<file path="config.mk">
export PLATFORM = sky130hd
export DESIGN_NAME = dirty_rectangle_tracker_core
export DESIGN_NICKNAME = d
export VERILOG_FILES = /design/src/rtl/drt_pkg.sv /design/src/rtl/drt_ram.sv /design/src/rtl/drt_rect_unit.sv /design/src/rtl/dirty_rectangle_tracker_core.sv
export SDC_FILE = /design/constraint.sdc
export NUM_CORES = 2
export LEC_CHECK = 0
export BUFFER_PORTS_ARGS = -buffer_cell sky130_fd_sc_hd__buf_2
export CAP_MARGIN = 20
export CELL_PAD_IN_SITES_DETAIL_PLACEMENT = 0
export CELL_PAD_IN_SITES_GLOBAL_PLACEMENT = 1
export CORE_MARGIN = 2
export CORE_UTILIZATION = 25
export CTS_CLUSTER_DIAMETER = 80
export CTS_CLUSTER_SIZE = 40
export DETAILED_ROUTE_END_ITERATION = 7
export HOLD_SLACK_MARGIN = 0.06
export PLACE_DENSITY_LB_ADDON = 0.1
export SYNTH_ARGS = -nofsm -noshare
export SYNTH_HDL_FRONTEND = slang
export SYNTH_SLANG_ARGS = --single-unit
export TNS_END_PERCENT = 1
</file>
<file path="constraint.sdc">
create_clock -name aclk -period 25.1 [get_ports aclk]
set_input_delay 1.255 -clock aclk [delete_from_list [all_inputs] [get_ports aclk]]
set_output_delay 1.255 -clock aclk [all_outputs]
set_load 0.005 [all_outputs]
</file>
<file path="src/rtl/drt_pkg.sv">
package drt_pkg;

    // Field widths of the item payloads
    localparam int CMD_W        = 2;
    localparam int COORD_W      = 16;
    localparam int EDGE_W       = 18;
    localparam int EXTENT_W     = 17;
    localparam int READ_IDX_W   = 4;
    localparam int RECT_COUNT_W = 5;

    // Bus widths
    localparam int S_TDATA_W = 72;
    localparam int S_TUSER_W = 2;
    localparam int M_TDATA_W = 72;

    localparam int MAX_ENTRIES_DEFAULT = 16;

    // Command codes carried in s_tuser
    localparam logic [CMD_W-1:0] CMD_MARK  = 2'd0;
    localparam logic [CMD_W-1:0] CMD_CLEAR = 2'd1;
    localparam logic [CMD_W-1:0] CMD_READ  = 2'd2;
    localparam logic [CMD_W-1:0] CMD_NONE  = 2'd3;

    // One table entry: left/top edges and exclusive right/bottom edges
    typedef struct packed {
        logic [COORD_W-1:0] left;
        logic [COORD_W-1:0] top;
        logic [EDGE_W-1:0]  right;
        logic [EDGE_W-1:0]  bottom;
    } rect_t;

    function automatic logic signed [EDGE_W-1:0] sx18(input logic [COORD_W-1:0] v);
        sx18 = $signed({{(EDGE_W-COORD_W){v[COORD_W-1]}}, v});
    endfunction

endpackage

</file>
<file path="src/rtl/drt_ram.sv">
module drt_ram #(
    parameter int WIDTH = 8,
    parameter int DEPTH = 16,
    parameter int ADDR_W = (DEPTH > 1) ? $clog2(DEPTH) : 1
) (
    input  logic              aclk,
    input  logic              wr_en,
    input  logic [ADDR_W-1:0] wr_addr,
    input  logic [WIDTH-1:0]  wr_data,
    input  logic [ADDR_W-1:0] rd_addr,
    output logic [WIDTH-1:0]  rd_data
);

    logic [WIDTH-1:0] mem [DEPTH];
    logic [WIDTH-1:0] rd_data_reg;

    always_ff @(posedge aclk) begin
        if (wr_en) begin
            mem[wr_addr] <= wr_data;
        end
        rd_data_reg <= mem[rd_addr];
    end

    assign rd_data = rd_data_reg;

endmodule

</file>
<file path="src/rtl/drt_rect_unit.sv">
module drt_rect_unit (
    input  drt_pkg::rect_t                  entry,
    input  drt_pkg::rect_t                  mark,
    output logic                            touch,
    output drt_pkg::rect_t                  union_rect,
    output logic [drt_pkg::EXTENT_W-1:0]    entry_width,
    output logic [drt_pkg::EXTENT_W-1:0]    entry_height
);
    import drt_pkg::*;

    logic signed [EDGE_W-1:0] e_l, e_t, m_l, m_t;
    logic signed [EDGE_W-1:0] w_diff, h_diff;

    assign e_l = sx18(entry.left);
    assign e_t = sx18(entry.top);
    assign m_l = sx18(mark.left);
    assign m_t = sx18(mark.top);

    // Touching edges count as overlap
    assign touch = !(($signed(entry.right) < m_l) || ($signed(mark.right) < e_l) ||
                     ($signed(entry.bottom) < m_t) || ($signed(mark.bottom) < e_t));

    always_comb begin
        union_rect.left   = (e_l < m_l) ? entry.left : mark.left;
        union_rect.top    = (e_t < m_t) ? entry.top : mark.top;
        union_rect.right  = ($signed(entry.right) > $signed(mark.right)) ?
                            entry.right : mark.right;
        union_rect.bottom = ($signed(entry.bottom) > $signed(mark.bottom)) ?
                            entry.bottom : mark.bottom;
    end

    assign w_diff       = $signed(entry.right) - e_l;
    assign h_diff       = $signed(entry.bottom) - e_t;
    assign entry_width  = w_diff[EXTENT_W-1:0];
    assign entry_height = h_diff[EXTENT_W-1:0];

endmodule

</file>
<file path="src/rtl/dirty_rectangle_tracker_core.sv">
// Path from input accept to m_tvalid: PREP, then FINISH for clear, unused command, empty mark,
// a read at or beyond the count and a mark into an empty table; PREP, READ, FINISH for a read
// that hits; PREP, SCAN, FINISH for a mark that scans the table, at most MAX_ENTRIES entries,
// and the scan reads one entry per cycle through the shared rectangle unit. No new item is taken
// until the last one has reached the output register; s_tready is high only while idle.
// Reset (aresetn low, synchronous) empties the table count and drops m_tvalid; no clear pass.
module dirty_rectangle_tracker_core #(
    parameter int MAX_ENTRIES = drt_pkg::MAX_ENTRIES_DEFAULT
) (
    input  logic                            aclk,
    input  logic                            aresetn,
    // Input item
    input  logic                            s_tvalid,
    output logic                            s_tready,
    // [15:0] pos_x, [31:16] pos_y, [47:32] size_w, [63:48] size_h,
    // [67:64] read_index, [71:68] zero padding
    input  logic [drt_pkg::S_TDATA_W-1:0]   s_tdata,
    // [1:0] command
    input  logic [drt_pkg::S_TUSER_W-1:0]   s_tuser,
    // Result item
    output logic                            m_tvalid,
    input  logic                            m_tready,
    // [15:0] rect_left, [31:16] rect_top, [48:32] rect_width, [65:49] rect_height,
    // [70:66] rect_count, [71] any_dirty
    output logic [drt_pkg::M_TDATA_W-1:0]   m_tdata
);
    import drt_pkg::*;

    localparam int IDX_W = (MAX_ENTRIES > 1) ? $clog2(MAX_ENTRIES) : 1;
    localparam int CNT_W = $clog2(MAX_ENTRIES + 1);
    localparam int CMP_W = (CNT_W > READ_IDX_W) ? CNT_W : READ_IDX_W;
    localparam logic [CNT_W-1:0] FULL_COUNT = CNT_W'(MAX_ENTRIES);

    typedef enum logic [2:0] {
        ST_IDLE,
        ST_PREP,
        ST_SCAN,
        ST_READ,
        ST_FINISH
    } state_t;

    state_t                 state_reg, state_next;
    logic [CMD_W-1:0]       cmd_reg, cmd_next;
    logic [COORD_W-1:0]     x_reg, x_next, y_reg, y_next;
    logic [COORD_W-1:0]     w_reg, w_next, h_reg, h_next;
    logic [READ_IDX_W-1:0]  ridx_reg, ridx_next;
    logic [IDX_W-1:0]       idx_reg, idx_next;
    logic [CNT_W-1:0]       count_reg, count_next;
    logic [COORD_W-1:0]     res_left_reg, res_left_next, res_top_reg, res_top_next;
    logic [EXTENT_W-1:0]    res_width_reg, res_width_next, res_height_reg, res_height_next;
    logic                   m_tvalid_reg, m_tvalid_next;
    logic [M_TDATA_W-1:0]   m_tdata_reg, m_tdata_next;

    // Table RAM and rectangle unit
    logic                   wr_en;
    logic [IDX_W-1:0]       wr_addr;
    rect_t                  wr_data;
    logic [$bits(rect_t)-1:0] rd_word;
    rect_t                  entry_rd, mark_rect, union_rect;
    logic                   touch;
    logic [EXTENT_W-1:0]    ent_width, ent_height;

    logic                   empty_mark;
    logic                   last_entry;
    logic                   read_hit;

    // Address with idx_next so that rd_word shows the entry at idx_reg
    drt_ram #(
        .WIDTH ($bits(rect_t)),
        .DEPTH (MAX_ENTRIES),
        .ADDR_W(IDX_W)
    ) u_table (
        .aclk   (aclk),
        .wr_en  (wr_en),
        .wr_addr(wr_addr),
        .wr_data(wr_data),
        .rd_addr(idx_next),
        .rd_data(rd_word)
    );

    assign entry_rd = rect_t'(rd_word);

    // Rectangle being marked, with exclusive right and bottom edges
    always_comb begin
        mark_rect.left   = x_reg;
        mark_rect.top    = y_reg;
        mark_rect.right  = sx18(x_reg) + sx18(w_reg);
        mark_rect.bottom = sx18(y_reg) + sx18(h_reg);
    end

    drt_rect_unit u_rect (
        .entry       (entry_rd),
        .mark        (mark_rect),
        .touch       (touch),
        .union_rect  (union_rect),
        .entry_width (ent_width),
        .entry_height(ent_height)
    );

    assign empty_mark = w_reg[COORD_W-1] || (w_reg == '0) ||
                        h_reg[COORD_W-1] || (h_reg == '0);
    assign last_entry = (CNT_W'(idx_reg) + CNT_W'(1)) == count_reg;
    assign read_hit   = CMP_W'(ridx_reg) < CMP_W'(count_reg);

    always_comb begin
        state_next      = state_reg;
        cmd_next        = cmd_reg;
        x_next          = x_reg;
        y_next          = y_reg;
        w_next          = w_reg;
        h_next          = h_reg;
        ridx_next       = ridx_reg;
        idx_next        = idx_reg;
        count_next      = count_reg;
        res_left_next   = res_left_reg;
        res_top_next    = res_top_reg;
        res_width_next  = res_width_reg;
        res_height_next = res_height_reg;
        m_tvalid_next   = m_tvalid_reg;
        m_tdata_next    = m_tdata_reg;
        wr_en           = 1'b0;
        wr_addr         = idx_reg;
        wr_data         = union_rect;

        // Drop the result once taken
        if (m_tvalid_reg && m_tready) begin
            m_tvalid_next = 1'b0;
        end

        unique case (state_reg)
            ST_IDLE: begin
                if (s_tvalid) begin
                    cmd_next   = s_tuser[CMD_W-1:0];
                    x_next     = s_tdata[15:0];
                    y_next     = s_tdata[31:16];
                    w_next     = s_tdata[47:32];
                    h_next     = s_tdata[63:48];
                    ridx_next  = s_tdata[67:64];
                    idx_next   = '0;
                    state_next = ST_PREP;
                end
            end

            ST_PREP: begin
                res_left_next   = '0;
                res_top_next    = '0;
                res_width_next  = '0;
                res_height_next = '0;
                state_next      = ST_FINISH;
                unique case (cmd_reg)
                    CMD_MARK: begin
                        if (!empty_mark) begin
                            if (count_reg == '0) begin
                                // Empty table: append at entry 0 at once
                                wr_en      = 1'b1;
                                wr_addr    = '0;
                                wr_data    = mark_rect;
                                count_next = count_reg + CNT_W'(1);
                            end else begin
                                state_next = ST_SCAN;
                            end
                        end
                    end
                    CMD_CLEAR: begin
                        count_next = '0;
                    end
                    CMD_READ: begin
                        if (read_hit) begin
                            idx_next   = IDX_W'(ridx_reg);
                            state_next = ST_READ;
                        end
                    end
                    CMD_NONE: begin
                        state_next = ST_FINISH;
                    end
                    default: begin
                        state_next = ST_FINISH;
                    end
                endcase
            end

            ST_SCAN: begin
                if (touch) begin
                    // First overlapping entry takes the bounding union
                    wr_en      = 1'b1;
                    state_next = ST_FINISH;
                end else if (last_entry) begin
                    wr_en      = 1'b1;
                    state_next = ST_FINISH;
                    if (count_reg < FULL_COUNT) begin
                        wr_addr    = IDX_W'(count_reg);
                        wr_data    = mark_rect;
                        count_next = count_reg + CNT_W'(1);
                    end
                    // Full table: union goes into the last entry, which is idx_reg here
                end else begin
                    idx_next = idx_reg + IDX_W'(1);
                end
            end

            ST_READ: begin
                res_left_next   = entry_rd.left;
                res_top_next    = entry_rd.top;
                res_width_next  = ent_width;
                res_height_next = ent_height;
                state_next      = ST_FINISH;
            end

            ST_FINISH: begin
                // Hold until the output register is free
                if (!m_tvalid_reg || m_tready) begin
                    m_tdata_next  = {(count_reg != '0), RECT_COUNT_W'(count_reg),
                                     res_height_reg, res_width_reg,
                                     res_top_reg, res_left_reg};
                    m_tvalid_next = 1'b1;
                    state_next    = ST_IDLE;
                end
            end

            default: begin
                state_next = ST_IDLE;
            end
        endcase
    end

    always_ff @(posedge aclk) begin
        if (!aresetn) begin
            state_reg    <= ST_IDLE;
            count_reg    <= '0;
            idx_reg      <= '0;
            m_tvalid_reg <= 1'b0;
        end else begin
            state_reg    <= state_next;
            count_reg    <= count_next;
            idx_reg      <= idx_next;
            m_tvalid_reg <= m_tvalid_next;
        end
    end

    always_ff @(posedge aclk) begin
        cmd_reg        <= cmd_next;
        x_reg          <= x_next;
        y_reg          <= y_next;
        w_reg          <= w_next;
        h_reg          <= h_next;
        ridx_reg       <= ridx_next;
        res_left_reg   <= res_left_next;
        res_top_reg    <= res_top_next;
        res_width_reg  <= res_width_next;
        res_height_reg <= res_height_next;
        m_tdata_reg    <= m_tdata_next;
    end

    assign s_tready = (state_reg == ST_IDLE);
    assign m_tvalid = m_tvalid_reg;
    assign m_tdata  = m_tdata_reg;

endmodule

</file>
==> impl_results.md <==
* Outcome: finished clean
* Max incr delay on CP at 0.79 ns
* Io pins at 152
* Antenna viol nets, final at 0
* Sequential-to-total area share from yosys stat at 66.66%
* Ranking of synthesized cells by area: edfxtp_1, ha_1, dfxtp_1
* Minimum clock period at 10.05 ns
* DP Wirelength at 129800 um
* Post-route insts no fill at 7855
* H-tree Lvls at 3
* CTS Sinks at 1377
* Top-count cell post-synth: edfxtp_1
* Max Buffers Root-to-Sink at 3
* Synth Flop Type: edfxtp_1
* Die Span Y at 497.2 um
* CP max stage cell: buf_4
* Hold WC Path Type: reg -> reg
* CP required at 25.77 ns
* Worst Slack Setup Final at 15.05 ns
* Critical Path AT at 10.72 ns
* Antenna cells at 0
* Tightest Pin Transition at 1.139 ns
* Register bit total from synthesis at 1377
* Synth top cells by count: edfxtp_1, nand2_1, a21oi_1
* CP startpoint kind: flop
* Core outline area at 242500 um2
* Clock root cell: clkbuf_16
* Crit path max fanout at 55
* Slew HR at 23.52%
* Clk slew on worst S/H paths at 0.12 ns
* Full die area at 247200 um2
* Final hold violations at 0
* Detailed Routing Iterations Pass 1 at 5
* Setup TNS at 0 ns
* Reg2Reg Capture Point: u_table.rd_data[62]
* Final nets at 4852
* DP Cell Count at 7666
* Mapped Area at 60810 um2
* Global Route Usage Sum at 18.11%
* Final WL at 230400 um
* FF-to-FF Start: x_reg[0]
* Dominant cell type by area after synthesis: edfxtp_1
* Ys async rst share at 0%
* Hold Startpoint: res_height_reg[2]
* Port Buffers at 147
* Max Cap Viol at 0
* Maximum VDD drop at 112.7 uV
* Synth-to-Final Area Change at 13.57%
* Vias in the first global route at 40630
* Yosys cell types at 81
* Later-pin clock latency in the skew report at 0.80 ns
* Synthesized Nets at 4852
* Layout cell share with drive strength beyond 1 at 12.10%
* Cells after Synth at 4568
* DIE WIDTH at 497.2 um
* GRT Max-Usage Layer: met2
* Unrepaired setup endpoints after global routing: false
* Hold path cells at 0
* Crit. End Element: flop
* Leak at 22.87 nW
* EDFF count, synth at 1296
* Setup-failing EPs final at 0
* GRT overflow at 0
* Hold buffer count at CTS at 0
* Cts bufs inserted at 97
* Post-CTS setup buffers at 0
* Drt wl/cell at 29.33 um
* Synth Warn # at 0
* Grt met1 use at 25.64%
* Worst Reg-to-Reg Cells at 29
* DP Worst Slack at 14.94 ns
* Area of the multi-input gates at 18260 um2
* WHS at 0.3933 ns
* Crit path kind: reg -> reg
* Post-synth top area share at 64.00%
* Max Transition Viols Final at 0
* GR Layer Usage met2 at 29.76%
* # rows at 181
* Pin count of the biggest net entering global routing at 141
* Met3 global-route usage at 1.847%
* Fin Clk Skew at 0.05401 ns
* Register area at 40540 um2
* Max Freq at 99.48 MHz
* Most used cell, CP: buf_4
* Hold Path End: m_tdata[51]
* Fill cells at 24570
* CTS tree: done
* Power density over the cells at 116.8 nW/um2
* Post-synthesis average cell area at 13.31 um2
* # DRC at 0
* Max reg flops at 1088
* Via count at 40460
* Total Power at 0.008067 W
* Final Wtd Congestion at 0.7564
* Initial Util at 25.07%
* Wire length of the first global-routing pass at 326500 um
* Post-cts gate resize count at 0
* Vias per inst at 5.151
* Antenna violations before repair at 5
* Period utilization at 40.05%
* Iter 0 DRT Violations at 3507
* FF-to-FF setup slack at 15.05 ns
power breakdown:
| group | switching, W | internal [W] |
|---|---|---|
| sequential | 0.000111 | 0.00312 |
| combinational | 0.00208 | 0.000884 |
| clock | 0.00103 | 0.000841 |
| total | 0.00322 | 0.00485 |
cell usage in the layout, fill, tap and decap left out, types with 12 or more instances in the layout:
cell type,n
or4_1,69
o31ai_1,69
inv_1,133
clkbuf_16,97
o2111ai_1,140
nor3_1,104
mux2i_1,23
ha_1,202
buf_4,135
o311a_1,134
nor4_1,209
nor2_4,17
and3_1,12
edfxtp_1,1296
xnor2_1,35
nand3_1,157
a31oi_1,212
mux2_2,20
a21o_1,37
buf_2,147
nor2_1,134
inv_6,17
a21oi_1,260
o211ai_1,71
dfxtp_1,81
xor2_1,15
clkinv_8,26
nand2_1,334
o21ai_0,57
nand4_1,149
nand2b_1,17
nor2b_1,18
how the worst max path moves through the flow:
stage	startpoint	endpoint	slack (ns)	cells past startpoint
final	x_reg[0]	u_table.rd_data[62]	15.05	29
after global routing	x_reg[0]	u_table.rd_data[31]	14.34	28
after CTS	x_reg[0]	u_table.rd_data[28]	14.85	28
after detailed placement	x_reg[0]	u_table.rd_data[62]	14.94	29
after global placement	x_reg[0]	u_table.rd_data[28]	14.84	28
after floorplan	x_reg[0]	u_table.mem[6][0]	16.67	26
routing by layer:
layer	up-vias	part of all wire, %
li1	18240	-
met2	817	47
met4	0	2.3
met5	-	0
met1	21210	47
met3	197	2.9
final cells by class:
class,instances,share of cell area [%]
Sequential cell,1377,58.70
Multi-Input combinational cell,2666,26.44
Tap cell,3202,5.801
Clock buffer,101,3.580
Timing Repair Buffer,293,2.832
Clock inverter,83,1.928
Inverter,133,0.7228
worst max-delay path: cells and delay by family (launching register included):
family          cells  cell delay (ns)
simple gates        6             1.87
flops               1             0.49
compound gates     15             3.92
fa+ha+maj           3             0.73
buf+inv             5             2.73
through the flow:
step           utilization [%]  cell area, um2
2_1_floorplan                -           60810
3_3_place_gp             26.88           65190
3_5_place_dp             26.89           65220
4_1_cts                  28.46           69030
5_1_grt                  28.48           69070
6_report                 28.48           69070
cell families after synthesis:
| family | count (synthesis) | synth area share, % |
|---|---|---|
| buf+inv | 525 | 3.759 |
| xor+xnor | 50 | 0.7201 |
| compound gates | 1066 | 12.44 |
| fa+ha+maj | 206 | 4.288 |
| simple gates | 1282 | 10.97 |
| flops | 1377 | 66.66 |
| mux | 62 | 1.156 |
(Power assumes the default switching activity.)
